<file path="config.mk">
export PLATFORM = sky130hd
export DESIGN_NAME = lp2r_sqrt
export DESIGN_NICKNAME = d
export VERILOG_FILES = /design/src/design/lp2r_pkg.sv /design/src/design/lp2r_sqrt.sv
export SDC_FILE = /design/constraint.sdc
export NUM_CORES = 2
export LEC_CHECK = 0
export BUFFER_PORTS_ARGS = -buffer_cell sky130_fd_sc_hd__buf_4
export CAP_MARGIN = 20
export CORE_ASPECT_RATIO = 0.5
export CORE_UTILIZATION = 60
export DETAILED_ROUTE_END_ITERATION = 16
export PLACE_DENSITY = 0.79
export SYNTH_ARGS = -nofsm -noshare
export SYNTH_HDL_FRONTEND = slang
export SYNTH_SLANG_ARGS = --single-unit
</file>
<file path="constraint.sdc">
create_clock -name clk -period 13.4 [get_ports clk]
set_clock_uncertainty 0.15 [all_clocks]
set_input_delay 1.34 -clock clk [delete_from_list [all_inputs] [get_ports clk]]
set_output_delay 1.34 -clock clk [all_outputs]
set_load 0.01 [all_outputs]
</file>
<file path="src/design/lp2r_pkg.sv">
// Shared types, widths, register codes and the square-root step for the lidar range pixel block.
package lp2r_pkg;

	// Field and datapath widths.
	localparam int COORD_W         = 24;
	localparam int MAG_W           = 24;
	localparam int SUM_W           = 2 * MAG_W;
	localparam int ROOT_W          = SUM_W / 2;
	localparam int REM_W           = ROOT_W + 1;
	localparam int STR_W           = 16;
	localparam int PIX_W           = 8;
	localparam int SCALE_W         = 8;
	localparam int MINR_W          = 23;
	localparam int PROD_W          = ROOT_W + SCALE_W;
	localparam int DATA_W          = 32;
	localparam int ADDR_W          = 3;

	// Square-root pipeline shape: two result bits per stage.
	localparam int STEPS_PER_STAGE = 2;
	localparam int SQRT_STAGES     = ROOT_W / STEPS_PER_STAGE;

	localparam logic [PIX_W-1:0]   PIX_MAX         = 8'hFF;
	localparam logic [SCALE_W-1:0] RANGE_SCALE_RST = 8'd20;
	localparam logic [MINR_W-1:0]  MIN_RANGE_RST   = 23'd102;

	// Register select, taken from the word address bit.
	localparam logic REG_RANGE_SCALE = 1'b0;
	localparam logic REG_MIN_RANGE   = 1'b1;

	// Per-point data that travels alongside the range computation.
	typedef struct packed {
		logic signed [COORD_W-1:0] x;
		logic signed [COORD_W-1:0] y;
		logic signed [COORD_W-1:0] z;
		logic [PIX_W-1:0]          strength;
		logic [PIX_W-1:0]          ambient;
	} side_t;

	typedef struct packed {
		side_t            side;
		logic [SUM_W-1:0] sum;
	} sum_word_t;

	typedef struct packed {
		side_t             side;
		logic [ROOT_W-1:0] root;
	} root_word_t;

	typedef struct packed {
		logic [PIX_W-1:0]          range_pixel;
		logic [PIX_W-1:0]          strength_pixel;
		logic [PIX_W-1:0]          ambient_pixel;
		logic                      point_kept;
		logic signed [COORD_W-1:0] kept_x;
		logic signed [COORD_W-1:0] kept_y;
		logic signed [COORD_W-1:0] kept_z;
		logic [PIX_W-1:0]          kept_strength;
	} pix_word_t;

	// Working state of the digit-by-digit square root.
	typedef struct packed {
		logic [SUM_W-1:0]  rad;
		logic [REM_W-1:0]  rem;
		logic [ROOT_W-1:0] root;
	} sqrt_state_t;

	// One result bit: bring down two radicand bits and try a one.
	function automatic sqrt_state_t sqrt_step(input sqrt_state_t s);
		logic [REM_W+1:0] acc;
		logic [REM_W+1:0] trial;
		logic [REM_W+1:0] diff;
		sqrt_state_t      n;
		acc   = {s.rem, s.rad[SUM_W-1 -: 2]};
		trial = {1'b0, s.root, 2'b01};
		diff  = acc - trial;
		n.rad = {s.rad[SUM_W-3:0], 2'b00};
		if (acc >= trial) begin
			n.rem  = diff[REM_W-1:0];
			n.root = {s.root[ROOT_W-2:0], 1'b1};
		end else begin
			n.rem  = acc[REM_W-1:0];
			n.root = {s.root[ROOT_W-2:0], 1'b0};
		end
		return n;
	endfunction

endpackage

</file>
<file path="src/design/lp2r_sqrt.sv">
// Pipelined floor square root, two result bits per register stage.
module lp2r_sqrt
	import lp2r_pkg::*;
(
	input  logic       clk,
	input  logic       arst_n,
	input  logic       en,
	input  logic       in_valid,
	input  sum_word_t  in_word,
	output logic       out_valid,
	output root_word_t out_word
);

	logic        vld_s   [SQRT_STAGES];
	side_t       side_s  [SQRT_STAGES];
	sqrt_state_t sqrt_s  [SQRT_STAGES];
	sqrt_state_t stage_in[SQRT_STAGES];
	logic        vld_in  [SQRT_STAGES];
	side_t       side_in [SQRT_STAGES];

	for (genvar g = 0; g < SQRT_STAGES; g++) begin : g_stage
		sqrt_state_t nxt_state;

		// Stage input: the fresh sum at the head, the previous stage elsewhere.
		if (g == 0) begin : g_head
			assign stage_in[g].rad  = in_word.sum;
			assign stage_in[g].rem  = '0;
			assign stage_in[g].root = '0;
			assign vld_in[g]        = in_valid;
			assign side_in[g]       = in_word.side;
		end else begin : g_body
			assign stage_in[g] = sqrt_s[g-1];
			assign vld_in[g]   = vld_s[g-1];
			assign side_in[g]  = side_s[g-1];
		end

		// Two dependent root digits per stage.
		always_comb begin
			nxt_state = stage_in[g];
			for (int k = 0; k < STEPS_PER_STAGE; k++) begin
				nxt_state = sqrt_step(nxt_state);
			end
		end

		always_ff @(posedge clk or negedge arst_n) begin
			if (!arst_n) begin
				vld_s[g] <= 1'b0;
			end else if (en) begin
				vld_s[g] <= vld_in[g];
			end
		end

		always_ff @(posedge clk) begin
			if (en) begin
				sqrt_s[g] <= nxt_state;
				side_s[g] <= side_in[g];
			end
		end
	end

	assign out_valid     = vld_s[SQRT_STAGES-1];
	assign out_word.side = side_s[SQRT_STAGES-1];
	assign out_word.root = sqrt_s[SQRT_STAGES-1].root;

endmodule

</file>
-- Yosys cells after proc, flatten, opt, wreduce, memory -nomap -nowiden
Memories as Yosys holds them, arrays and structs flattened.
Index checks and enable logic that the tools add are counted.
- register bits after elaboration: 12
- bits in writable memories: 2172
- output and inout bits: 113
- memories kept: 2
- $add $sub $neg: 24
- order comparisons: 24
- muxes and demuxes: 26
- memory list (name ; words ; width ; read ports ; clocked after memory_dff ; wr ports ; RTL line ; source):
    sqrt_s ; 12 ; 93 ; 12 ; 0 ; 12 ; lp2r_sqrt.sv:16 ; sqrt_state_t sqrt_s [SQRT_STAGES];
    side_s ; 12 ; 88 ; 12 ; 0 ; 12 ; lp2r_sqrt.sv:15 ; side_t side_s [SQRT_STAGES];
- operators with widths (kind ; count):
    2-to-1 mux 49 bit ; 24
    >= comparator 27 x 26 -> 1 bit ; 23
    subtractor 25 bit ; 23
    subtractor 2 x 1 -> 3 bit, second input constant ; 1
    >= comparator 2 x 1 -> 1 bit, second input constant ; 1
    2-to-1 mux 1 bit ; 2

-- Depth between registers and ports, before layout
An unclocked memory read counts as a cell.
- depth in word-level cells: 5
- gate-level depth with buffers: 26
- gate-level depth less buffers: 24

-- Least setup slack after synthesis
Ideal clock, no wire load.
- path type: register to register
- start point: memory sqrt_s[2][131] (netlist name)
- end point: memory sqrt_s[2][216] (netlist name) (data pin)
- setup time: 260 ps
- data arrival time: 5235 ps
- slack: 7755 ps
- cell stages (with the launch flop): 23
- path buffers: 4
- path through: edfxtp_1 -> ha_1 -> clkbuf_1 -> nand3_1 -> nor4b_1 -> nand2_1 -> o221a_2 -> nand2_1 -> inv_1 -> clkbuf_1 -> nor2_1 -> nor2_1 -> ha_1 -> clkbuf_1 -> nand2_1 -> or4_1 -> or4b_2 -> o311ai_1 -> a41oi_1 -> a21oi_1 -> or4_1 -> buf_2 -> mux2_2
- RTL lines (what ; RTL line):
    from (decl) ; lp2r_sqrt.sv:16

==> results.py <==
metrics = {
    "outcome": {
        "status": "finished clean",
    },
    "synth": {
        "synth_compound_area_share_pct": 9.39,
        "syn_inst": 5371,
        "ys_ff_latch": 1748,
        "synth_xor_area_share_pct": 4.67,
        "synth_top_family_by_area": "compound AO/OA/AOI/OAI gates",
        "yosys_warnings": 0,
        "yosys-mux-area-fraction_pct": 1.21,
        "netlist_area_mm2": 0.0765,
        "yosys.area_share.simple_pct": 8.86,
        "synth_fa_ha_area_share_pct": 5.25,
        "synth_cell_types": 116,
        "synth_edf_count": 1736,
        "avgSynthCellArea_um2": 14.3,
        "synthArstFlopShare_pct": 0.686,
        "ys.flop_type": "edfxtp_1",
        "yosysSeqAreaShare_pct": 68.5,
    },
    "floorplan": {
        "core_area_mm2": 0.126,
        "die_h_um": 255,
        "die_area_mm2": 0.129,
        "die_x_um": 507,
        "rows": 92,
        "initial_utilization_pct": 60.6,
        "ioPinCount": 253,
    },
    "pwr": {
        "power_mw": 15.6,
        "p_leak_nw": 31.8,
        "powerDensity_mw_per_mm2": 183,
        "vdd.ir_drop.worst_v": 0.000169,
    },
    "setup_path": {
        "crit_family": "simple AND/OR/NAND/NOR gates",
        "max_stage_delay_ns": 0.64,
        "reg2reg_slack_ns": 6.58,
        "reg2reg_depth": 20,
        "cp_max_fo": 27,
        "arrival_ns": 7.18,
        "critPathBufInv": 3,
        "worstSetupPathDepth": 20,
        "endpoint": "sqrt_s[2][225]",
        "rr_startpoint": "sqrt_s[2][94]",
        "cp_slowest_cell": "o41ai_2",
        "setup.worst_path.end_class": "register",
        "startpoint_type": "register",
        "required_ns": 13.76,
        "crit_chain": "inv_1 -> ha_1 -> a21oi_1 -> a211oi_1 -> o41ai_2 -> nand3b_1 -> nand2_1 -> inv_1 -> nor2_1 -> nor2_1 -> ha_1 -> nand2_1 -> or4_1 -> or4b_2 -> o311ai_1 -> a41oi_1 -> a21oi_1 -> or4_1 -> buf_4 -> mux2_2",
        "worstSetupPathType": "register to register",
        "rr_endpoint": "sqrt_s[2][225]",
        "cp-startpoint": "sqrt_s[2][94]",
    },
    "cells_and_area": {
        "multi_input_area_mm2": 0.0225,
        "fill_cells": 8518,
        "area_delta_synth_final_pct": 11.4,
        "antenna_cells": 0,
        "ff_latch_area_mm2": 0.0524,
        "instances_no_fill": 7490,
        "layout.nets": 6139,
        "layout-drive-gt1-share_pct": 11.6,
        "final_common_cell": "edfxtp_1",
        "mostFrequentLayoutCells": "edfxtp_1, nor2_1, a21oi_1, ha_1, nand2_1",
    },
    "place": {
        "placedCellCount": 7221,
        "post-dp-hpwl_um": 102000,
        "io_buffer_count": 252,
        "place.gp.congestion": 0.944,
    },
    "run": {
        "maxCapViolations": 0,
    },
    "routing": {
        "drtPass1Iterations": 8,
        "totalWireLength_um": 149000,
        "vias_per_cell": 5.75,
        "post_drt_wl_per_cell_um": 19.9,
        "drt-initial-drc-count": 2796,
        "drc": 0,
        "ant_nets": 0,
        "num_vias": 43100,
    },
    "clocking": {
        "path_clk_slew_ns": 0.07,
        "cts_buffers": 146,
        "insertion_delay_ns": 0.78,
        "cts_setup_buffers": 0,
        "ctsLongestPathBuffers": 3,
        "cts.sinks": 1748,
        "cts-hold-fix-buffers": 0,
        "htree_levels": 4,
        "root_buffer": "clkbuf_16",
        "cts_tree": "done",
        "cts-resized-gates": 0,
    },
    "timing": {
        "min_period_over_period_pct": 50.9,
        "max_freq_mhz": 147,
        "rsz0062_at_grt": "false",
        "slew_headroom_pct": 28.1,
        "tightest_slew_ns": 1.07,
        "setup_viol": 0,
        "slew_violations": 0,
        "layout_min_cycle_time_ns": 6.82,
        "setup_tns_ns": 0,
        "finalHoldViolCount": 0,
    },
    "global_route": {
        "grt_antenna_before_repair": 0,
        "grt_most_used_layer": "met2",
        "grt_max_degree": 185,
        "grt_overflow_total": 0,
        "grt_pass1_vias": 43000,
        "track_usage_pct": 22.7,
        "grt_pass1_wl_um": 229000,
        "use_met1_pct": 26.9,
        "met2_usage_pct": 41.9,
        "grt_use_met3_pct": 3.26,
    },
    "hold_path": {
        "hold_path_class": "input port to asynchronous set/reset pin",
    },
}
how the worst min path moves through the flow:
stage | endpoint | slack, ns | cells after the start
after CTS | vld_in[7] | 0.16 | 1
after global placement | side_s[2][32] | 0.25 | 0
after global routing | out_valid | 0.18 | 1
after detailed placement | side_s[10][16] | 0.25 | 0
after floorplan | side_s[10][0] | 0.25 | 0
final | vld_in[7] | 0.22 | 1
per-layer routing:
metal	up-vias	wire length [um]
met5	-	0
met4	0	5170
met3	302	5360
met2	1002	77600
met1	20800	60700
li1	21000	-
cell usage after synthesis (11+ instances only):
library cell  instances  area [um^2]
o2111ai_1            14          123
nand3_1              93          465
ha_1                321         4020
and2_1               22          138
nor4b_1              13          114
dfrtp_1              12          300
xnor2_1             262         2290
a31oi_1              30          188
mux2_2               69          777
mux2i_1              12          120
a21boi_0             13         97.6
or4_1                24          180
nand2_1             287         1080
nor2_1              361         1360
nand4_1              56          350
and4_1               13          114
nor2b_1              53          332
o211ai_1             30          225
or3_1                36          225
nor4_1               50          313
o21a_1               50          375
nor3b_1              19          143
inv_1               263          987
o22ai_1              11         68.8
a211o_1              12          105
o31ai_1              24          180
nand2b_1             54          338
edfxtp_1           1736        52100
nor3_1               94          470
o31a_1               12          105
buf_2                28          140
and3_1               29          181
a31o_2               11         96.3
a21o_1              139         1040
a311oi_1             11         96.3
a211oi_1             33          248
o21bai_1             26          195
nand3b_1             19          143
xor2_1              142         1240
buf_4                26          195
o21ai_0             217         1090
a41oi_1              11         96.3
or2_2                25          156
clkbuf_1             61          229
a21oi_1             342         1710
final cells by class:
type                    count  area share (%)
repair buffers            282            2.60
inverters                 271            1.19
multi-input cells        3229            26.4
flip-flops and latches   1748            61.5
well taps                1692            2.48
clock inverters           100            1.45
clock buffers             168            4.41
metrics by stage:
step,area (um^2),utilization (%),hold slack (ns),setup WS [ns]
floorplan,76500,-,0.250,7.76
global placement,80300,63.6,0.250,6.62
detailed placement,80300,63.6,0.255,6.59
CTS,85300,67.5,0.159,6.54
global route,85300,67.5,0.180,6.16
finish,85300,67.5,0.224,6.58
sequential cells by signal, indices dropped and copies added (netlist names):
signal,cells
side_s,1056
out_valid,1
vld_in,11
sqrt_s,680
power by group:
group	internal, mW	switching (mW)	leakage, nW
Clock	2.39	2.02	2.41
Sequential	6.76	0.349	17.0
Combinational	1.69	2.39	12.4
cell families after synthesis:
| group | after synthesis |
|---|---|
| buffers and inverters | 396 |
| AO/OA/AOI/OAI | 1104 |
| flip-flops | 1748 |
| XOR/XNOR | 406 |
| other | 1 |
| adder cells (fa/ha/maj) | 321 |
| AND/OR/NAND/NOR | 1312 |
| multiplexers | 83 |
No activity file was read; power rests on OpenSTA's default activity.
