==> src/design/lp2r_pkg.sv <==
// Shared types, widths, register codes and the square-root step for the lidar range pixel block.
package lp2r_pkg;

	// Field and datapath widths.
	localparam int COORD_W         = 24;
	localparam int MAG_W           = 24;
	localparam int SUM_W           = 2 * MAG_W;
	localparam int ROOT_W          = SUM_W / 2;
	localparam int REM_W           = ROOT_W + 1;
	localparam int STR_W           = 16;
	localparam int PIX_W           = 8;
	localparam int SCALE_W         = 8;
	localparam int MINR_W          = 23;
	localparam int PROD_W          = ROOT_W + SCALE_W;
	localparam int DATA_W          = 32;
	localparam int ADDR_W          = 3;

	// Square-root pipeline shape: two result bits per stage.
	localparam int STEPS_PER_STAGE = 2;
	localparam int SQRT_STAGES     = ROOT_W / STEPS_PER_STAGE;

	localparam logic [PIX_W-1:0]   PIX_MAX         = 8'hFF;
	localparam logic [SCALE_W-1:0] RANGE_SCALE_RST = 8'd20;
	localparam logic [MINR_W-1:0]  MIN_RANGE_RST   = 23'd102;

	// Register select, taken from the word address bit.
	localparam logic REG_RANGE_SCALE = 1'b0;
	localparam logic REG_MIN_RANGE   = 1'b1;

	// Per-point data that travels alongside the range computation.
	typedef struct packed {
		logic signed [COORD_W-1:0] x;
		logic signed [COORD_W-1:0] y;
		logic signed [COORD_W-1:0] z;
		logic [PIX_W-1:0]          strength;
		logic [PIX_W-1:0]          ambient;
	} side_t;

	typedef struct packed {
		side_t            side;
		logic [SUM_W-1:0] sum;
	} sum_word_t;

	typedef struct packed {
		side_t             side;
		logic [ROOT_W-1:0] root;
	} root_word_t;

	typedef struct packed {
		logic [PIX_W-1:0]          range_pixel;
		logic [PIX_W-1:0]          strength_pixel;
		logic [PIX_W-1:0]          ambient_pixel;
		logic                      point_kept;
		logic signed [COORD_W-1:0] kept_x;
		logic signed [COORD_W-1:0] kept_y;
		logic signed [COORD_W-1:0] kept_z;
		logic [PIX_W-1:0]          kept_strength;
	} pix_word_t;

	// Working state of the digit-by-digit square root.
	typedef struct packed {
		logic [SUM_W-1:0]  rad;
		logic [REM_W-1:0]  rem;
		logic [ROOT_W-1:0] root;
	} sqrt_state_t;

	// One result bit: bring down two radicand bits and try a one.
	function automatic sqrt_state_t sqrt_step(input sqrt_state_t s);
		logic [REM_W+1:0] acc;
		logic [REM_W+1:0] trial;
		logic [REM_W+1:0] diff;
		sqrt_state_t      n;
		acc   = {s.rem, s.rad[SUM_W-1 -: 2]};
		trial = {1'b0, s.root, 2'b01};
		diff  = acc - trial;
		n.rad = {s.rad[SUM_W-3:0], 2'b00};
		if (acc >= trial) begin
			n.rem  = diff[REM_W-1:0];
			n.root = {s.root[ROOT_W-2:0], 1'b1};
		end else begin
			n.rem  = acc[REM_W-1:0];
			n.root = {s.root[ROOT_W-2:0], 1'b0};
		end
		return n;
	endfunction

endpackage

==> src/design/lp2r_square.sv <==
// Front stages: coordinate magnitudes, squares and the sum of squares.
module lp2r_square
	import lp2r_pkg::*;
(
	input  logic                      clk,
	input  logic                      arst_n,
	input  logic                      en,
	input  logic                      in_valid,
	input  logic signed [COORD_W-1:0] coord_x,
	input  logic signed [COORD_W-1:0] coord_y,
	input  logic signed [COORD_W-1:0] coord_z,
	input  logic [STR_W-1:0]          return_strength,
	input  logic [PIX_W-1:0]          ambient_level,
	output logic                      out_valid,
	output sum_word_t                 out_word
);

	logic             vld_s1, vld_s2, vld_s3;
	logic [MAG_W-1:0] mag_x_s1, mag_y_s1, mag_z_s1;
	logic [SUM_W-1:0] sq_x_s2, sq_y_s2, sq_z_s2;
	side_t            side_s1, side_s2, side_s3;
	logic [SUM_W-1:0] sum_s3;
	side_t            side_in;

	// Clamp the strength now so that only eight bits travel down the pipe.
	always_comb begin
		side_in.x        = coord_x;
		side_in.y        = coord_y;
		side_in.z        = coord_z;
		side_in.strength = (|return_strength[STR_W-1:PIX_W]) ? PIX_MAX
			: return_strength[PIX_W-1:0];
		side_in.ambient  = ambient_level;
	end

	// Valid bits advance with the data.
	always_ff @(posedge clk or negedge arst_n) begin
		if (!arst_n) begin
			vld_s1 <= 1'b0;
			vld_s2 <= 1'b0;
			vld_s3 <= 1'b0;
		end else if (en) begin
			vld_s1 <= in_valid;
			vld_s2 <= vld_s1;
			vld_s3 <= vld_s2;
		end
	end

	// Magnitudes, then squares, then the three-way sum.
	always_ff @(posedge clk) begin
		if (en) begin
			mag_x_s1 <= coord_x[COORD_W-1] ? MAG_W'(-coord_x) : MAG_W'(coord_x);
			mag_y_s1 <= coord_y[COORD_W-1] ? MAG_W'(-coord_y) : MAG_W'(coord_y);
			mag_z_s1 <= coord_z[COORD_W-1] ? MAG_W'(-coord_z) : MAG_W'(coord_z);
			side_s1  <= side_in;

			sq_x_s2  <= SUM_W'(mag_x_s1) * SUM_W'(mag_x_s1);
			sq_y_s2  <= SUM_W'(mag_y_s1) * SUM_W'(mag_y_s1);
			sq_z_s2  <= SUM_W'(mag_z_s1) * SUM_W'(mag_z_s1);
			side_s2  <= side_s1;

			sum_s3   <= sq_x_s2 + sq_y_s2 + sq_z_s2;
			side_s3  <= side_s2;
		end
	end

	assign out_valid     = vld_s3;
	assign out_word.side = side_s3;
	assign out_word.sum  = sum_s3;

endmodule

==> config.mk <==
export PLATFORM = sky130hd
export DESIGN_NAME = lp2r_square
export DESIGN_NICKNAME = d
export VERILOG_FILES = /design/src/design/lp2r_pkg.sv /design/src/design/lp2r_square.sv
export SDC_FILE = /design/constraint.sdc
export NUM_CORES = 2
export LEC_CHECK = 0
export BUFFER_PORTS_ARGS = -buffer_cell sky130_fd_sc_hd__buf_2
export CORE_UTILIZATION = 50
export CTS_CLUSTER_SIZE = 40
export DETAILED_ROUTE_END_ITERATION = 12
export PLACE_DENSITY = 0.66
export RECOVER_POWER = 100
export SKIP_CTS_REPAIR_TIMING = 1
export SYNTH_ARGS = -nofsm -noshare
export SYNTH_HDL_FRONTEND = slang
export SYNTH_SLANG_ARGS = --single-unit
==> constraint.sdc <==
create_clock -name clk -period 7.6 [get_ports clk]
set_input_delay 1.14 -clock clk [delete_from_list [all_inputs] [get_ports clk]]
set_output_delay 1.14 -clock clk [all_outputs]
set_load 0.02 [all_outputs]
; ---- After elaboration in Yosys (flattened, before gate mapping)
; Index checks and enable logic that the tools add are counted.
[word_totals]
register_bits = 531
ram_bits = 0
mem_count = 0
latchBits = 0
inputBits = 100
elab_cells = 40
romBits = 0
[op_classes]
bitwise_logic = 0
muxes = 3
shifts = 0
order_cmp = 0
n_reduce_logical = 1
multipliers = 3
n_eq_ne = 0
addsub = 5
n_div = 0
[op_table]
columns = operator, count
row1 = 24-bit by 24-bit multiplier with 48-bit output, 3
row2 = 48-bit adder, 2
row3 = 24-bit negation, 3
row4 = 23-bit two-way mux, 3
row5 = 8-bit OR reduction, 1

; ---- Logic depth before layout (Yosys ltp)
[logic_depth]
ltp_word = 2
ltp_mapped = 27

; ---- Worst setup path after synthesis
; Ideal clock, no wire load.
[synth_timing]
kind = flip-flop to flip-flop
start = register mag_z_s1[18]
end = register sq_z_s2[41] (data pin)
arrival_ps = 6792
synth_period_minus_slack_ps = 7057
required_ps = 7335
path_stages_with_launch = 27
n_path_buf = 3
path_slack_ps = 543
path_cell_list = edfxtp_1 clkbuf_1 clkbuf_1 nand2_1 fa_1 inv_1 fa_1 fa_1 inv_1 fa_1 inv_1 fa_1 fa_1 inv_1 fa_1 inv_1 ha_1 clkbuf_1 a21oi_1 o21ai_0 a21o_1 a31oi_1 a31o_2 a21boi_0 o31ai_1 o21ai_0 xor2_1
[synth_via]
elab_chain_len = 1
[synth_lines]
columns = element, line
row1 = start: declaration, lp2r_square.sv:19  ; logic [MAG_W-1:0] mag_x_s1, mag_y_s1, mag_z_s1;
row2 = start signal: assignment, lp2r_square.sv:53  ; mag_z_s1 <= coord_z[COORD_W-1] ? MAG_W'(-coord_z) : MAG_W'(coord_z);
row3 = 24-bit by 24-bit multiplier with 48-bit output, lp2r_square.sv:58  ; sq_z_s2 <= SUM_W'(mag_z_s1) * SUM_W'(mag_z_s1);
row4 = end signal: assignment, lp2r_square.sv:58
row5 = end: declaration, lp2r_square.sv:20  ; logic [SUM_W-1:0] sq_x_s2, sq_y_s2, sq_z_s2;
; No other way between the ends.
; A chain may end at the register's enable or synchronous reset.

; ---- Worst setup path in the final report
[layout_timing]
start = register mag_x_s1[15]
end = register sq_x_s2[38] (data pin)
[layout_via]
elab_chain_len = 1
[layout_lines]
columns = element, line
row1 = start: declaration, lp2r_square.sv:19
row2 = start signal: assignment, lp2r_square.sv:51  ; mag_x_s1 <= coord_x[COORD_W-1] ? MAG_W'(-coord_x) : MAG_W'(coord_x);
row3 = 24-bit by 24-bit multiplier with 48-bit output, lp2r_square.sv:56  ; sq_x_s2 <= SUM_W'(mag_x_s1) * SUM_W'(mag_x_s1);
row4 = end signal: assignment, lp2r_square.sv:56
row5 = end: declaration, lp2r_square.sv:20
; No other way between the ends.

==> impl_metrics.yaml <==
sta:
  fin_skew_ns: 0.0707
  max_freq_mhz: 137
  setup-tns-final_ns: 0
  final-max-slew-violation-count: 105
  finalSetupViolCount: 0
  hold_viol: 0
  relSlewSlack: -3.16
  tightest_slew_ns: 6.24
  period_share: 0.961
  layout_min_cycle_time_ns: 7.31
route:
  wl_per_cell_um: 17.9
  dr.first_iter.drc_count: 2921
  ant_nets: 0
  vias_per_cell: 5.19
  wirelength_mm: 158
  drt_pass1_iterations: 8
  drc: 0
  via_count: 45600
floorplanning:
  io_pins: 237
  row_count: 136
  die_area_um2: 141000
  core_area_um2: 138000
  die_h_um: 375
  start_util: 0.505
  die_x_um: 375
cts:
  root_buffer: "clkbuf_16"
  clkTransAtPathRegs_ns: 0.06
  cts_tree: "built"
  numCtsBuffers: 58
  clock_latency_ns: 0.69
  cts_buffer_depth: 3
  clkSinkCount: 522
  htreeDepth: 2
outcome:
  violations: "max-capacitance violations, max-slew violations"
  status: "finished, violations left"
setup_path:
  critPathKind: "reg2reg"
  r2r_setup_slack_ns: 0.29
  worstPathMaxFanout: 6
  arrival_ns: 7.73
  worst-endpoint-required_ns: 8.02
  startpoint_type: "flop"
  end_kind: "flop"
global_routing:
  grt_usage: 0.233
  antenna_found_initial: 14
  grt_pass1_wl_mm: 258
  grt_pass1_vias: 49400
  grt_max_degree: 172
  gr-total-overflow: 0
synthesis:
  synthSimpleGateAreaFrac: 0.0938
  yosysSeqAreaShare: 0.225
  synth-main-ff-cell: "edfxtp_1"
  netlist.area_leader.share: 0.379
  muxShareOfSynthArea: 0.00198
  netlist_area_um2: 69600
  ys_types: 70
  synth_edf_count: 519
  yosys_warnings: 0
  yosys.area_share.xor_xnor: 0.0335
  yosys-top-cells-area: "fa_1 38%, edfxtp_1 22%, ha_1 10%"
  synth-adder-area-share: 0.482
  avgSynthCellArea_um2: 10.5
  synth_top_family_by_area: "adder cells"
  synth_compound_area_frac: 0.0563
  synthCells: 6634
  synth-seq-cells: 522
  synth_area_leader_cell: "fa_1"
  synth-async-reset-ratio: 0.00575
finish:
  fin_nets: 8946
  nFillCells: 12000
  syn2layout_area_growth_pct: 9.05
  drive_gt1_frac: 0.0749
  diodes: 0
  utilization: 0.551
  design_area_um2: 75900
hold_path:
  min_path_type: "in2async"
flow_run:
  maxCapViolations: 1
place:
  io_buffers: 236
  placed_cell_area_um2: 73400
  gp_congestion: 0.929
  hpwl_mm: 132
layer usage:
layer | track usage | part of all wire | vias to the layer above
met1 | 0.309 | 0.41 | 23100
met2 | 0.394 | 0.49 | 1269
li1 | - | - | 20900
met4 | 0.0651 | 0.028 | 4
met5 | 0 | 0.00022 | -
met3 | 0.0402 | 0.068 | 267
registers in the layout (all words and copies together), names as in the netlist, 24 cells and up:
name and cells:
sq_x_s2 47, mag_y_s1 24, side_s1 85, sq_z_s2 47, side_s2 85, sq_y_s2 47, mag_x_s1 24, out_word 88
sum_s3 48, mag_z_s1 24
layout by cell type, fill, tap and decap left out, types with 12 or more instances in the layout:
cell type,synthesis,routed
nor2b_1,31,31
buf_4,0,203
o211ai_1,15,15
or2_2,20,20
inv_1,1790,1790
buf_2,0,162
and3_1,21,20
nor3_1,32,31
or3_1,15,15
edfxtp_1,519,519
nand2_1,592,592
ha_1,574,571
and2_1,347,347
fa_1,1317,1317
nand4_1,31,31
nor4_1,12,12
o31ai_1,25,25
clkbuf_16,0,58
o21a_1,22,22
a31oi_1,20,19
a21o_1,104,104
clkbuf_1,197,83
xor2_1,74,74
nand2b_1,15,15
buf_12,0,15
o21bai_1,25,25
nand3_1,38,38
nor2_1,148,147
xnor2_1,192,192
a21oi_1,198,198
o21ai_0,111,109
a211oi_1,14,13
cell usage after synthesis (4+ instances only):
master and count:
o22ai_1 9, or3_1 15, mux2i_1 7, and2_1 347, a21o_1 104, nor2b_1 31
or4_1 10, o211ai_1 15, o31a_1 4, nor3_1 32, a211oi_1 14, o31ai_1 25
a21oi_1 198, or2_2 20, o21a_1 22, o21bai_1 25, nor2_1 148, nand2b_1 15
inv_1 1790, nand3_1 38, o2111ai_1 5, mux2_2 6, a21boi_0 5, o21ba_2 4
and4_1 5, nand4_1 31, nor4b_1 5, and3_1 21, a211o_1 7, fa_1 1317
a31o_2 7, nand2_1 592, clkbuf_1 197, a31oi_1 20, edfxtp_1 519, o21ai_0 111
a221oi_1 5, xnor2_1 192, nor4_1 12, xor2_1 74, ha_1 574, o41ai_1 9
critical path, cell delays in order, from the launching register on:
cell	delay [ns]
edfxtp_1	0.47
buf_4	0.22
nand2_1	0.13
inv_1	0.08
fa_1	0.53
inv_1	0.05
fa_1	0.51
fa_1	0.57
inv_1	0.06
fa_1	0.50
inv_1	0.06
fa_1	0.55
fa_1	0.42
fa_1	0.49
inv_1	0.04
ha_1	0.34
a21oi_1	0.28
o211ai_1	0.14
a221o_1	0.30
a21oi_1	0.15
buf_4	0.17
nor4_1	0.05
or3_1	0.43
a31o_2	0.26
a21oi_1	0.17
xnor2_1	0.08
layout make-up:
class / instances / area, um^2 / share of cell area
Clock inverter: 36 / 329 / 0.00434
Sequential cell: 522 / 15700 / 0.206
Tap cell: 1794 / 2240 / 0.0296
Multi-Input combinational cell: 4126 / 46500 / 0.613
Clock buffer: 67 / 1490 / 0.0196
Timing Repair Buffer: 457 / 2950 / 0.0388
Inverter: 1790 / 6720 / 0.0885
worst paths after layout:
check	from	to	cells after the start
max	mag_x_s1[15]	sq_x_s2[38]	25
min	arst_n	vld_s1	1
max reg2reg	mag_x_s1[15]	sq_x_s2[38]	25
min reg2reg	side_s1[50]	side_s2[50]	0
max in group asynchronous	arst_n	out_valid	1
min in group clk	side_s1[50]	side_s2[50]	0
metrics by stage:
step | hold slack (ns) | instances | worst slack, ns
final | 0.252 | 8792 | 0.295
after global routing | 0.238 | 8792 | -0.0170
after CTS | 0.183 | 8714 | 0.0759
after detailed placement | 0.405 | 8611 | 0.0764
after global placement | 0.400 | 8611 | 0.186
after floorplan | 0.400 | 6636 | 0.543
cells by family after synthesis:
family / count (synthesis)
adders and majority gates: 1891
AOI/OAI and AO/OA: 614
DFF: 522
and+or+nand+nor: 1339
buffers and inverters: 1988
xor gates and xnor gates: 266
other: 1
muxes: 13
Power is left out: the tool's default activity adds up to more than one toggle a clock period on the data nets, which glitch-free logic cannot reach.
