`config.mk`:
```
export PLATFORM = sky130hd
export DESIGN_NAME = lp2r_pixel
export DESIGN_NICKNAME = d
export VERILOG_FILES = /design/src/design/lp2r_pkg.sv /design/src/design/lp2r_pixel.sv
export SDC_FILE = /design/constraint.sdc
export NUM_CORES = 1
export LEC_CHECK = 0
export BUFFER_PORTS_ARGS = -buffer_cell sky130_fd_sc_hd__buf_2
export CAP_MARGIN = 15
export CORE_UTILIZATION = 45
export DETAILED_ROUTE_END_ITERATION = 10
export PLACE_DENSITY = 0.65
export RECOVER_POWER = 100
export REMOVE_ABC_BUFFERS = 1
export SKIP_LAST_GASP = 1
export SLEW_MARGIN = 20
export SYNTH_ARGS = -nofsm -noshare
export SYNTH_HDL_FRONTEND = slang
export SYNTH_SLANG_ARGS = --single-unit
```
`constraint.sdc`:
```
create_clock -name clk -period 25.1 [get_ports clk]
set_input_delay 3.765 -clock clk [delete_from_list [all_inputs] [get_ports clk]]
set_output_delay 3.765 -clock clk [all_outputs]
set_load 0.02 [all_outputs]
```
`src/design/lp2r_pkg.sv`:
```
// Shared types, widths, register codes and the square-root step for the lidar range pixel block.
package lp2r_pkg;

	// Field and datapath widths.
	localparam int COORD_W         = 24;
	localparam int MAG_W           = 24;
	localparam int SUM_W           = 2 * MAG_W;
	localparam int ROOT_W          = SUM_W / 2;
	localparam int REM_W           = ROOT_W + 1;
	localparam int STR_W           = 16;
	localparam int PIX_W           = 8;
	localparam int SCALE_W         = 8;
	localparam int MINR_W          = 23;
	localparam int PROD_W          = ROOT_W + SCALE_W;
	localparam int DATA_W          = 32;
	localparam int ADDR_W          = 3;

	// Square-root pipeline shape: two result bits per stage.
	localparam int STEPS_PER_STAGE = 2;
	localparam int SQRT_STAGES     = ROOT_W / STEPS_PER_STAGE;

	localparam logic [PIX_W-1:0]   PIX_MAX         = 8'hFF;
	localparam logic [SCALE_W-1:0] RANGE_SCALE_RST = 8'd20;
	localparam logic [MINR_W-1:0]  MIN_RANGE_RST   = 23'd102;

	// Register select, taken from the word address bit.
	localparam logic REG_RANGE_SCALE = 1'b0;
	localparam logic REG_MIN_RANGE   = 1'b1;

	// Per-point data that travels alongside the range computation.
	typedef struct packed {
		logic signed [COORD_W-1:0] x;
		logic signed [COORD_W-1:0] y;
		logic signed [COORD_W-1:0] z;
		logic [PIX_W-1:0]          strength;
		logic [PIX_W-1:0]          ambient;
	} side_t;

	typedef struct packed {
		side_t            side;
		logic [SUM_W-1:0] sum;
	} sum_word_t;

	typedef struct packed {
		side_t             side;
		logic [ROOT_W-1:0] root;
	} root_word_t;

	typedef struct packed {
		logic [PIX_W-1:0]          range_pixel;
		logic [PIX_W-1:0]          strength_pixel;
		logic [PIX_W-1:0]          ambient_pixel;
		logic                      point_kept;
		logic signed [COORD_W-1:0] kept_x;
		logic signed [COORD_W-1:0] kept_y;
		logic signed [COORD_W-1:0] kept_z;
		logic [PIX_W-1:0]          kept_strength;
	} pix_word_t;

	// Working state of the digit-by-digit square root.
	typedef struct packed {
		logic [SUM_W-1:0]  rad;
		logic [REM_W-1:0]  rem;
		logic [ROOT_W-1:0] root;
	} sqrt_state_t;

	// One result bit: bring down two radicand bits and try a one.
	function automatic sqrt_state_t sqrt_step(input sqrt_state_t s);
		logic [REM_W+1:0] acc;
		logic [REM_W+1:0] trial;
		logic [REM_W+1:0] diff;
		sqrt_state_t      n;
		acc   = {s.rem, s.rad[SUM_W-1 -: 2]};
		trial = {1'b0, s.root, 2'b01};
		diff  = acc - trial;
		n.rad = {s.rad[SUM_W-3:0], 2'b00};
		if (acc >= trial) begin
			n.rem  = diff[REM_W-1:0];
			n.root = {s.root[ROOT_W-2:0], 1'b1};
		end else begin
			n.rem  = acc[REM_W-1:0];
			n.root = {s.root[ROOT_W-2:0], 1'b0};
		end
		return n;
	endfunction

endpackage

```
`src/design/lp2r_pixel.sv`:
```
// Pixel stage: scaling, saturation and the range test, followed by the output skid buffer.
module lp2r_pixel
	import lp2r_pkg::*;
#(
	parameter int FRAC_BITS = 10
) (
	input  logic               clk,
	input  logic               arst_n,
	input  logic               in_valid,
	input  root_word_t         in_word,
	input  logic [SCALE_W-1:0] range_scale,
	input  logic [MINR_W-1:0]  min_range,
	output logic               en,
	output logic               out_valid,
	input  logic               out_ready,
	output pix_word_t          out_word
);

	logic              res_vld_s;
	pix_word_t         res_s;
	pix_word_t         res_nxt;
	logic              skid_vld_q;
	pix_word_t         skid_q;
	logic [PROD_W-1:0] prod;
	logic [PROD_W-1:0] prod_int;
	logic              kept;

	// The pipe moves whenever the skid buffer is free.
	assign en = !skid_vld_q;

	// Scale the range, drop the fraction, saturate and decide whether to keep.
	always_comb begin
		prod     = PROD_W'(in_word.root) * PROD_W'(range_scale);
		prod_int = prod >> FRAC_BITS;
		kept     = in_word.root >= ROOT_W'(min_range);

		res_nxt.range_pixel    = (|prod_int[PROD_W-1:PIX_W]) ? PIX_MAX : prod_int[PIX_W-1:0];
		res_nxt.strength_pixel = in_word.side.strength;
		res_nxt.ambient_pixel  = in_word.side.ambient;
		res_nxt.point_kept     = kept;
		res_nxt.kept_x         = kept ? in_word.side.x : '0;
		res_nxt.kept_y         = kept ? in_word.side.y : '0;
		res_nxt.kept_z         = kept ? in_word.side.z : '0;
		res_nxt.kept_strength  = kept ? in_word.side.strength : '0;
	end

	always_ff @(posedge clk or negedge arst_n) begin
		if (!arst_n) begin
			res_vld_s <= 1'b0;
		end else if (en) begin
			res_vld_s <= in_valid;
		end
	end

	always_ff @(posedge clk) begin
		if (en) begin
			res_s <= res_nxt;
		end
	end

	// A word that is not taken while the pipe moves is parked in the skid buffer.
	always_ff @(posedge clk or negedge arst_n) begin
		if (!arst_n) begin
			skid_vld_q <= 1'b0;
		end else if (en && res_vld_s && !out_ready) begin
			skid_vld_q <= 1'b1;
		end else if (skid_vld_q && out_ready) begin
			skid_vld_q <= 1'b0;
		end
	end

	always_ff @(posedge clk) begin
		if (en && res_vld_s && !out_ready) begin
			skid_q <= res_s;
		end
	end

	assign out_valid = skid_vld_q || res_vld_s;
	assign out_word  = skid_vld_q ? skid_q : res_s;

endmodule

```
* Yosys cells after proc, flatten, opt, wreduce, memory -nomap -nowiden
Index checks and enable logic that the tools add are counted.
Operators by class: $mul 1, reductions and logical operators 8, magnitude comparators 1, multiplexer cells 3
Operators by type and width (count):
- 105-bit two-way mux | 1
- 24-bit by 8-bit multiplier with 32-bit output | 1
- 24-bit by 23-bit greater-or-equal comparator with 1-bit output | 1
- 14-bit OR reduction | 1
- 1-bit logical AND | 3
- 1-bit logical NOT | 2
- 1-bit two-way mux | 2
- 2-bit nonzero test | 1
- 1-bit logical OR | 1
Word-level totals: input bits 147, word-level logic and storage cells 31, flip-flop bits (word level) 212, output and inout bits 107

* Longest topological paths before layout
Gate-level depths: netlist of the first run.
depth after elaboration 4, depth in mapped cells 20, gate-level depth less buffers 19

* Worst setup path before layout of the first run
OpenSTA, ideal clock, no wires.
path kind input port to flip-flop, from input out_ready, to register skid_q[0] (netlist name) (enable), stages on the path 1, setup slack 13.044 ns, data required time 24.381 ns, library setup time 0.719 ns, data arrival time 11.336 ns, path buffers 0, cells stage by stage nor3b_1
On the way: cells in the longest elaborated chain, start to end 2
RTL lines:
- from (decl) | line lp2r_pixel.sv:15 | input logic out_ready,
- 1-bit logical NOT | line lp2r_pixel.sv:73 | if (en && res_vld_s && !out_ready) begin
- 1-bit logical AND | line lp2r_pixel.sv:73
- to (signal assigned) | line lp2r_pixel.sv:74 | skid_q <= res_s;
- to (decl) | line lp2r_pixel.sv:23 | pix_word_t skid_q;
Every way passes these cells. A chain may end at the register's enable or synchronous reset.

* Final worst setup path of the first run
from register skid_vld_q, to output en
On the way: cells in the longest elaborated chain, start to end 1
RTL lines:
- from (decl) | line lp2r_pixel.sv:22 | logic skid_vld_q;
- from (signal assigned) | line lp2r_pixel.sv:64 | skid_vld_q <= 1'b0;
- from (signal assigned) | line lp2r_pixel.sv:66 | skid_vld_q <= 1'b1;
- from (signal assigned) | line lp2r_pixel.sv:68 | skid_vld_q <= 1'b0;
- 1-bit logical NOT | line lp2r_pixel.sv:29 | assign en = !skid_vld_q;
- to (decl) | line lp2r_pixel.sv:13 | output logic en,
Every way passes these cells.

==> results of run 1 <==
report_power, final:
group | switching, µW | internal [µW]
clock | 125 | 185
combinational | 412 | 277
sequential | 14.1 | 435
Yosys cell counts, types with 2 or more instances:
| master | count | share of area (%) |
|---|---|---|
| edfxtp_1 | 210 | 44 |
| and2_1 | 201 | 8.7 |
| fa_1 | 131 | 18 |
| inv_1 | 113 | 2.9 |
| mux2_2 | 106 | 8.3 |
| nand2_1 | 85 | 2.2 |
| ha_1 | 72 | 6.2 |
| clkbuf_1 | 40 | 1.0 |
| a21oi_1 | 23 | 0.80 |
| nor2_1 | 17 | 0.44 |
| nand4_1 | 15 | 0.65 |
| xor2_1 | 15 | 0.91 |
| a21o_1 | 14 | 0.73 |
| nand3_1 | 12 | 0.42 |
| o21ai_0 | 12 | 0.42 |
| a211oi_1 | 6 | 0.31 |
| nand2b_1 | 6 | 0.26 |
| o211ai_1 | 6 | 0.31 |
| a21oi_2 | 5 | 0.30 |
| nor3_1 | 5 | 0.17 |
| nor2b_1 | 4 | 0.17 |
| xnor2_1 | 4 | 0.24 |
| o21a_1 | 3 | 0.16 |
| or3_1 | 3 | 0.13 |
| a211oi_2 | 2 | 0.17 |
| a221oi_1 | 2 | 0.12 |
| a31oi_1 | 2 | 0.087 |
| buf_2 | 2 | 0.069 |
| dfrtp_1 | 2 | 0.35 |
| nand4b_1 | 2 | 0.12 |
| o21ai_1 | 2 | 0.069 |
| o221ai_1 | 2 | 0.12 |
cell type report:
type                            count  area [µm²]
Timing Repair Buffer              258        1140
Clock buffer                       26         544
Sequential cell                   212        6360
Tap cell                          402         503
Multi-Input combinational cell    773        7480
Inverter                          113         425
Fill cell                        2866       15000
Clock inverter                     10         128
placed cells by master (no fill, tap or decap), types with 3 or more instances in the layout:
cell type / count
edfxtp_1: 210
and2_1: 153
buf_2: 138
fa_1: 131
clkbuf_1: 125
inv_1: 112
mux2_2: 104
nand2_1: 85
ha_1: 72
and2_0: 48
a21oi_1: 23
clkbuf_16: 21
nor2_1: 17
nand4_1: 15
xor2_1: 15
a21o_1: 14
o21ai_0: 13
nand3_1: 12
nand2b_1: 6
a211oi_1: 6
o211ai_1: 6
nor3_1: 5
a21oi_2: 5
nor2b_1: 4
xnor2_1: 4
or3_1: 3
clkinv_2: 3
bufinv_16: 3
stage by stage:
step / power [µW] / utilization [%]
after floorplan: 985 / -
after global placement: 1150 / 51.0
after detailed placement: 1160 / 51.0
after CTS: 1470 / 53.1
after global routing: 1560 / 52.5
final: 1450 / 52.5
worst paths after layout:
kind,from,to,slack [ps],depth (start not counted)
worst min-delay path,res_s[88],skid_q[88],440,0
worst max-delay path,skid_vld_q,en,12700,3
max in group asynchronous,arst_n,res_vld_s,21830,1
min in group asynchronous,arst_n,skid_vld_q,3090,1
worst max register to register,skid_vld_q,res_s[29],14860,3
worst min register to register,res_s[88],skid_q[88],440,0
flip-flops by register name, summed over array words and instances (netlist names):
name / count
skid_q: 105
res_s: 105
skid_vld_q: 1
res_vld_s: 1
kinds of logic (layout without fill, tap and decap cells):
logic type,after synthesis,in the layout,share of synthesized area (%)
xor+xnor,19,19,1.15
mux,107,107,8.33
flops,212,212,44.0
buf+inv,157,407,4.15
simple gates,355,355,13.6
fa+ha+maj,203,203,24.4
compound gates,89,89,4.41
metal layers:
metal / track usage [%] / share of wire, %
met5: 0 / 0.041
met4: 4.07 / 1.5
met3: 3.25 / 6.9
met2: 31.5 / 46
met1: 26.9 / 45
==> reports/qor_table.md, run 1 <==
| Parameter | This run |
| --- | --- |
| Violated checks | max-capacitance violations, max-slew violations |
| Antenna cell count | 0 |
| Power density of the placed cells | 87.3 nW/µm² |
| Iteration-0 DRC Markers | 412 |
| VDD IR-drop max | 42.1 µV |
| Clock latency of the later-clocked register in the worst-skew pair | 480 ps |
| Part of the Yosys area used for sequential elements | 44.0% |
| Num CTS Buffers | 21 |
| Highest clock rate | 0.0807 GHz |
| Tightest slew margin relative to the limit | -170% |
| Final critical delay including setup and external delays | 12400 ps |
| Total Nets Final | 1729 |
| Synthesized instance count | 1142 |
| Dominant synthesized flop cell | edfxtp_1 |
| Critical path capture point type | output pin |
| Data arrival time of the critical path | 8630 ps |
| Aggregate routed wire length | 31.7 mm |
| Length of the first detailed-routing pass in iterations | 4 |
| Summed instance area of the synthesized netlist | 14500 µm² |
| Static leakage power | 0.00672 µW |
| Global route total overflow | 0 |
| Wire length of the first global-routing pass | 50.5 mm |
| Die Span X | 181 µm |
| Cell Chain, Critical Path | clkbuf_1 -> clkinvlp_2 -> clkbuf_1 |
| Critical path required time | 21330 ps |
| Cell mode on critical path | clkbuf_1 |
| Number of sinks handled by clock tree synthesis | 212 |
| Max-cap viol count | 7 |
| Buffer cell driving the clock tree root | clkbuf_16 |
| Finished Cell Area | 16600 µm² |
| Measured slew at the worst slew-check pin | 4050 ps |
| Crit path max-delay cell type | clkinvlp_2 |
| Yosys synthesis warning count | 0 |
| CTS tree | done |
| Global routing usage summed across all routing layers | 19.2% |
| Number of enable-type register cells in the synthesized netlist | 210 |
| Pin count of the biggest net entering global routing | 82 |
| Area overhead of the layout relative to synthesis | 14.7% |
| Hold slack final | 444 ps |
| Final hold violations | 0 |
| Placed inst area | 16100 µm² |
| Layout cells sized above 1 | 20.5% |
| Post-Route Skew | 6.79 ps |
| Critical path startpoint category | flip-flop |
| Number of nets still failing antenna checks after routing | 0 |
| Max-slew violations | 411 |
| Number of antenna violations at the first check in global routing | 1 |
| Area of the core region | 31600 µm² |
| Setup TNS Final | 0 ps |
| Share of flip-flops with an asynchronous set or reset | 0.943% |
| Pre-CTS setup slack | 15860 ps |
| Via count of the routed design | 9257 |
| Count of endpoints failing setup in the final report | 0 |
| Number of ports placed on the die boundary | 254 |
| Number of global-route vias before repair | 9352 |
| Starting density of the core | 45.8% |
| Number of buffers inserted by post-CTS setup repair | 0 |
| Netlist cell types | 50 |
| Final critical-path share of the clock period | 49.4% |
| Max incr delay on CP | 3120 ps |
| Gp weighted congestion | 0.869 |
| Total of cells resized after clock tree synthesis | 0 |
| Deepest clock path buffer count | 3 |
| Number of instances in the placed design | 1758 |
| Die Height | 181 µm |
| Average cell area after synthesis | 12.7 µm² |
| Post-DR vias/cell | 5.16 |
| Slack of the critical path | 12700 ps |
| Number of cells in the finished layout apart from fillers | 1794 |
| IO Port Bufs | 253 |
| Crit path buf inv count | 3 |
| Synth Register Bits | 212 |
| # DRC | 0 |
| Largest delay contributor family on the critical path | buffers and inverters |
| CTS HTree Levels | 1 |
| # hold bufs at CTS | 0 |
| Start-to-end type of the worst setup path | flip-flop to output pin |
| Maximum net fanout on the critical path | 71 |
| Clock-pin slew on the worst setup and hold paths | 60 ps |
| Row cnt | 65 |
| Hold Path Class | flip-flop to flip-flop |
| Run status | finished with violations |
| Sum of net half-perimeters after detailed placement | 23.0 mm |
| Total die area | 32800 µm² |
| Routed len/inst | 17.7 µm |
| Unrepaired setup endpoints after global routing | false |
Power figures use the tool's default switching activity.
==> inputs of run 2 (changes only) <==
clock period = 11.9 ns   (was 25.1 ns; I/O delays follow)
==> reports/qor_table.md, run 2 (synthesis results as in run 1) <==
| Parameter | This run | vs previous |
| --- | --- | --- |
| Run status | finished with violations | unchanged |
| Violated checks | max-capacitance violations, max-slew violations | unchanged |
| Post-DR vias/cell | 5.18 | was 5.16 |
| Final critical delay including setup and external delays | 8250 ps |  |
| Biggest regs | res_s x105, skid_q x105 | unchanged |
| # DRC | 0 | unchanged |
| Number of buffers inserted by post-CTS setup repair | 0 | unchanged |
| Max-slew violations | 372 | was 411 |
| Wire length of the first global-routing pass | 49.8 mm | was 50.5 mm |
| Row cnt | 65 | unchanged |
| Hold Path Class | flip-flop to flip-flop | unchanged |
| Global route total overflow | 0 | unchanged |
| CTS HTree Levels | 1 | unchanged |
| Number of antenna violations at the first check in global routing | 2 | was 1 |
| Number of sinks handled by clock tree synthesis | 212 | unchanged |
| Worst reg2reg path endpoint | skid_q[21] | was res_s[29] |
| Unrepaired setup endpoints after global routing | false | unchanged |
| Hold worst-path end | skid_q[104] | was skid_q[88] |
| Num CTS Buffers | 20 | was 21 |
| Worst hold start | res_s[104] | was res_s[88] |
| Data arrival time of the critical path | 8280 ps | was 8630 ps |
| Area of the core region | 31600 µm² | unchanged |
| Worst r2r path cells | 4 | was 3 |
| Routed len/inst | 17.7 µm | about the same |
| Max-cap viol count | 6 | was 7 |
| VDD IR-drop max | 89.0 µV | was 42.1 µV |
| Start-to-end type of the worst setup path | flip-flop to flip-flop | was flip-flop to output pin |
| Critical path startpoint category | flip-flop | unchanged |
| Leading cell type in the layout, fill and taps excluded | edfxtp_1 | unchanged |
| Aggregate routed wire length | 31.8 mm | was 31.7 mm |
| Static leakage power | 0.00671 µW | was 0.00672 µW |
| Number of instances in the placed design | 1758 | unchanged |
| Clock-pin slew on the worst setup and hold paths | 60 ps | about the same |
| Sum of net half-perimeters after detailed placement | 22.9 mm | was 23.0 mm |
| Setup TNS Final | 0 ps | unchanged |
| Highest-count cells in the layout ignoring fill and taps | edfxtp_1 (210), and2_1 (154), buf_2 (141), fa_1 (131), clkbuf_1 (125) | was edfxtp_1 (210), and2_1 (153), buf_2 (138), fa_1 (131), clkbuf_1 (125) |
| Cell depth of the worst min-delay path | 0 | unchanged |
| Total of cells resized after clock tree synthesis | 0 | unchanged |
| Final hold violations | 0 | unchanged |
| Buffer cell driving the clock tree root | clkbuf_16 | unchanged |
| Number of nets still failing antenna checks after routing | 0 | unchanged |
| Critical path required time | 11930 ps | was 21330 ps |
| Highest clock rate | 0.121 GHz |  |
| Final critical-path share of the clock period | 69.4% |  |
| Layout cells sized above 1 | 20.8% | was 20.5% |
| IO Port Bufs | 253 | unchanged |
| Global routing usage summed across all routing layers | 19.0% | was 19.2% |
| Worst R2R Setup Slack | 3650 ps | was 14860 ps |
| Deepest clock path buffer count | 3 | unchanged |
| Length of the first detailed-routing pass in iterations | 5 | was 4 |
| Area overhead of the layout relative to synthesis | 14.4% | was 14.7% |
| # hold bufs at CTS | 0 | unchanged |
| Pin count of the biggest net entering global routing | 82 | unchanged |
| Tightest slew margin relative to the limit | -174% | was -170% |
| Number of global-route vias before repair | 9447 | was 9352 |
| Die Height | 181 µm | unchanged |
| Maximum net fanout on the critical path | 71 | unchanged |
| Share of the core filled with cells | 52.4% | was 52.5% |
| Total die area | 32800 µm² | unchanged |
| Number of ports placed on the die boundary | 254 | unchanged |
| Power density of the placed cells | 182 nW/µm² | was 87.3 nW/µm² |
| Post-Route Skew | 18.4 ps | was 6.79 ps |
| Total Power | 3010 µW | was 1450 µW |
| Iteration-0 DRC Markers | 397 | was 412 |
| Starting density of the core | 45.8% | unchanged |
| Critical path capture point type | flip-flop | was output pin |
| Via count of the routed design | 9285 | was 9257 |
| Count of endpoints failing setup in the final report | 0 | unchanged |
| Total Nets Final | 1728 | was 1729 |
| Worst reg2reg startpoint | skid_vld_q | unchanged |
| CTS tree | done | unchanged |
| Number of cells in the finished layout apart from fillers | 1794 | unchanged |
| Gp weighted congestion | 0.864 | was 0.869 |
| Layout fillers | 2850 | was 2866 |
| Die Span X | 181 µm | unchanged |
| Measured slew at the worst slew-check pin | 4100 ps | was 4050 ps |
| Clock latency of the later-clocked register in the worst-skew pair | 490 ps | was 480 ps |
[run 2: layout make-up]
| cell class | count | area, µm² | share of cell area [%] |
|---|---|---|---|
| sequential | 212 | 6360 | 38.4 |
| antenna | 1 | 2.50 | 0.0151 |
| multi-input combinational | 773 | 7480 | 45.3 |
| tap | 402 | 503 | 3.04 |
| clock inverter | 6 | 70.1 | 0.424 |
| timing repair buffer | 258 | 1140 | 6.93 |
| clock buffer | 29 | 544 | 3.29 |
| inverter | 113 | 427 | 2.58 |
[run 2: metrics by stage]
step	worst slack, ps	hold WS [ps]	instance area (µm²)
after floorplan	1470	422	14300
after global placement	4690	427	16100
after detailed placement	4580	431	16100
after CTS	5090	439	16700
after global routing	2860	458	16500
final	3650	438	16500
[run 2: worst max-delay path: stages, from the launching register on]
cell and delay [ps]:
dfrtp_1 980, clkbuf_1 1670, nor3b_1 600, clkbuf_1 2250, clkbuf_1 2130
[run 2: layer usage]
layer	vias to the layer above	track usage (%)	part of all wire, %
li1	4349	-	-
met1	4593	25.8	45
met5	-	0	0.031
met2	305	31.6	47
met4	2	4.58	1.6
met3	36	3.41	6.5
[run 2: where the power goes]
| group | internal (µW) | switching (µW) |
|---|---|---|
| sequential | 917 | 29.9 |
| clock | 342 | 257 |
| combinational | 585 | 882 |
| total | 1840 | 1170 |
[run 2: how the worst max path moves through the flow]
| stage | from | to | slack [ps] | cells after the start |
|---|---|---|---|---|
| after detailed placement | range_scale[7] | res_s[99] | 4580 | 17 |
| after global placement | range_scale[7] | res_s[99] | 4690 | 17 |
| after CTS | range_scale[7] | res_s[99] | 5090 | 17 |
| final | skid_vld_q | skid_q[21] | 3650 | 4 |
| after floorplan | skid_vld_q | skid_q[0] | 1470 | 1 |
| after global routing | skid_vld_q | skid_q[5] | 2860 | 4 |
==> inputs of run 3 (changes only) <==
clock period = 8.4 ns   (was 11.9 ns; I/O delays follow)
==> reports/qor_table.md, run 3 (synthesis results as in run 1) <==
| Parameter | This run | vs previous |
| --- | --- | --- |
| Starting density of the core | 45.8% | unchanged |
| Num CTS Buffers | 20 | unchanged |
| Length of the first detailed-routing pass in iterations | 5 | unchanged |
| Total Nets Final | 1728 | unchanged |
| Maximum net fanout on the critical path | 24 | was 71 |
| Critical path required time | 8560 ps | was 11930 ps |
| Placed inst area | 16100 µm² | unchanged |
| Layout fillers | 2810 | was 2850 |
| Unrepaired setup endpoints after global routing | false | unchanged |
| Count of endpoints failing setup in the final report | 0 | unchanged |
| Finished Cell Area | 16500 µm² | about the same |
| Max-slew violations | 289 | was 372 |
| Routed len/inst | 17.7 µm | about the same |
| Iteration-0 DRC Markers | 522 | was 397 |
| Die Height | 181 µm | unchanged |
| Layout cells sized above 1 | 20.9% | was 20.8% |
| Sum of net half-perimeters after detailed placement | 23.1 mm | was 22.9 mm |
| Row cnt | 65 | unchanged |
| Area overhead of the layout relative to synthesis | 14.4% | about the same |
| Wire length of the first global-routing pass | 50.5 mm | was 49.8 mm |
| Highest clock rate | 0.144 GHz |  |
| Number of global-route vias before repair | 9505 | was 9447 |
| Number of buffers inserted by post-CTS setup repair | 0 | unchanged |
| Clock-pin slew on the worst setup and hold paths | 70 ps | was 60 ps |
| Run status | finished with violations | unchanged |
| Final hold violations | 0 | unchanged |
| Critical path startpoint category | primary input | was flip-flop |
| Critical path capture point type | flip-flop | unchanged |
| Start-to-end type of the worst setup path | primary input to flip-flop | was flip-flop to flip-flop |
| Multi-input gate area | 7480 µm² | unchanged |
| Leading cell type in the layout, fill and taps excluded | edfxtp_1 | unchanged |
| Total of cells resized after clock tree synthesis | 0 | unchanged |
| Final critical-path share of the clock period | 82.5% |  |
| # hold bufs at CTS | 0 | unchanged |
| Hold Path Class | flip-flop to flip-flop | unchanged |
| Violated checks | max-capacitance violations, max-slew violations | unchanged |
| Via count of the routed design | 9288 | was 9285 |
| Biggest regs | res_s x105, skid_q x105 | unchanged |
| Global routing usage summed across all routing layers | 19.2% | was 19.0% |
| Max-cap viol count | 5 | was 6 |
| Global route total overflow | 0 | unchanged |
| # DRC | 0 | unchanged |
| Number of nets still failing antenna checks after routing | 0 | unchanged |
| VDD IR-drop max | 123 µV | was 89.0 µV |
| Number of ports placed on the die boundary | 254 | unchanged |
| Static leakage power | 0.00671 µW | about the same |
| IO Port Bufs | 253 | unchanged |
| Area of the core region | 31600 µm² | unchanged |
| Post-Route Skew | 12.5 ps | was 18.4 ps |
| Final critical delay including setup and external delays | 6930 ps |  |
| Deepest clock path buffer count | 3 | unchanged |
| Measured slew at the worst slew-check pin | 3390 ps | was 4100 ps |
| Data arrival time of the critical path | 7090 ps | was 8280 ps |
| Tightest slew margin relative to the limit | -126% | was -174% |
| CTS tree | done | unchanged |
| Power density of the placed cells | 257 nW/µm² | was 182 nW/µm² |
| Pin count of the biggest net entering global routing | 82 | unchanged |
| Area used by sequential logic in the layout | 6360 µm² | unchanged |
| CTS HTree Levels | 1 | unchanged |
| Share of the core filled with cells | 52.4% | about the same |
| Number of sinks handled by clock tree synthesis | 212 | unchanged |
| Aggregate routed wire length | 31.8 mm | about the same |
| Total die area | 32800 µm² | unchanged |
| Highest-count cells in the layout ignoring fill and taps | edfxtp_1 (210), and2_1 (151), buf_2 (141), fa_1 (131), clkbuf_1 (119) | was edfxtp_1 (210), and2_1 (154), buf_2 (141), fa_1 (131), clkbuf_1 (125) |
| Number of antenna violations at the first check in global routing | 5 | was 2 |
| Clock latency of the later-clocked register in the worst-skew pair | 480 ps | was 490 ps |
| Buffer cell driving the clock tree root | clkbuf_16 | unchanged |
| Die Span X | 181 µm | unchanged |
| Post-DR vias/cell | 5.17 | was 5.18 |
| Gp weighted congestion | 0.868 | was 0.864 |
run 3: changes by cell type in the layout (fill, tap and decap cells not counted), sizes merged:
cell	change
buf	+1
bufinv	-1
clkbuf	-2
clkinv	+2
clkinvlp	+1
diode	+1
inv	-1
run 3: worst max-delay path: stages:
cell	delay, ps
buf_2	370
nand2_1	140
fa_1	530
fa_1	520
fa_1	520
fa_1	540
inv_1	40
ha_1	440
a21oi_1	250
o21ai_0	170
a21o_1	220
a221o_1	320
a31oi_1	270
xor2_1	190
nand4_1	120
nor4_1	980
o211ai_1	210
run 3: power by group:
group / internal, µW / switching (µW) / total (µW)
clock: 474 / 359 / 833
combinational: 826 / 1240 / 2070
sequential: 1300 / 42.2 / 1340
run 3: cell type report:
cell class              instances  share of cell area, %
diodes                          2                 0.0303
clock buffers                  28                   3.46
clock inverters                 7                  0.204
inverters                     113                   2.57
multi-input cells             773                   45.3
flip-flops and latches        212                   38.4
well taps                     402                   3.04
repair buffers                258                   6.96
run 3: layer usage:
metal	vias to the layer above	track usage [%]	wire, µm
li1	4353	-	-
met1	4613	26.5	14400
met2	281	31.7	14800
met3	35	3.49	2090
met4	6	4.20	480
met5	-	0	39
run 3: path summary, 6_finish.rpt:
check,from,to,slack (ps),depth (start not counted)
max reg2reg,skid_vld_q,res_s[53],2100,3
max in group asynchronous,arst_n,res_vld_s,7660,1
min,res_s[3],skid_q[3],430,0
min reg2reg,res_s[3],skid_q[3],430,0
min in group asynchronous,arst_n,res_vld_s,580,1
max,range_scale[7],res_s[99],1470,17
run 3: per-stage QoR:
step                      power, µW  setup TNS [ps]  worst slack [ps]  cells  hold slack, ps
final                          4240               0              1470   1795             430
after global routing           4570               0              1010   1795             452
after CTS                      4310               0              2140   1793             435
after detailed placement       3460               0              1640   1758             432
after global placement         3430               0              1710   1758             426
after floorplan                2940         -213500             -2030   1098             422
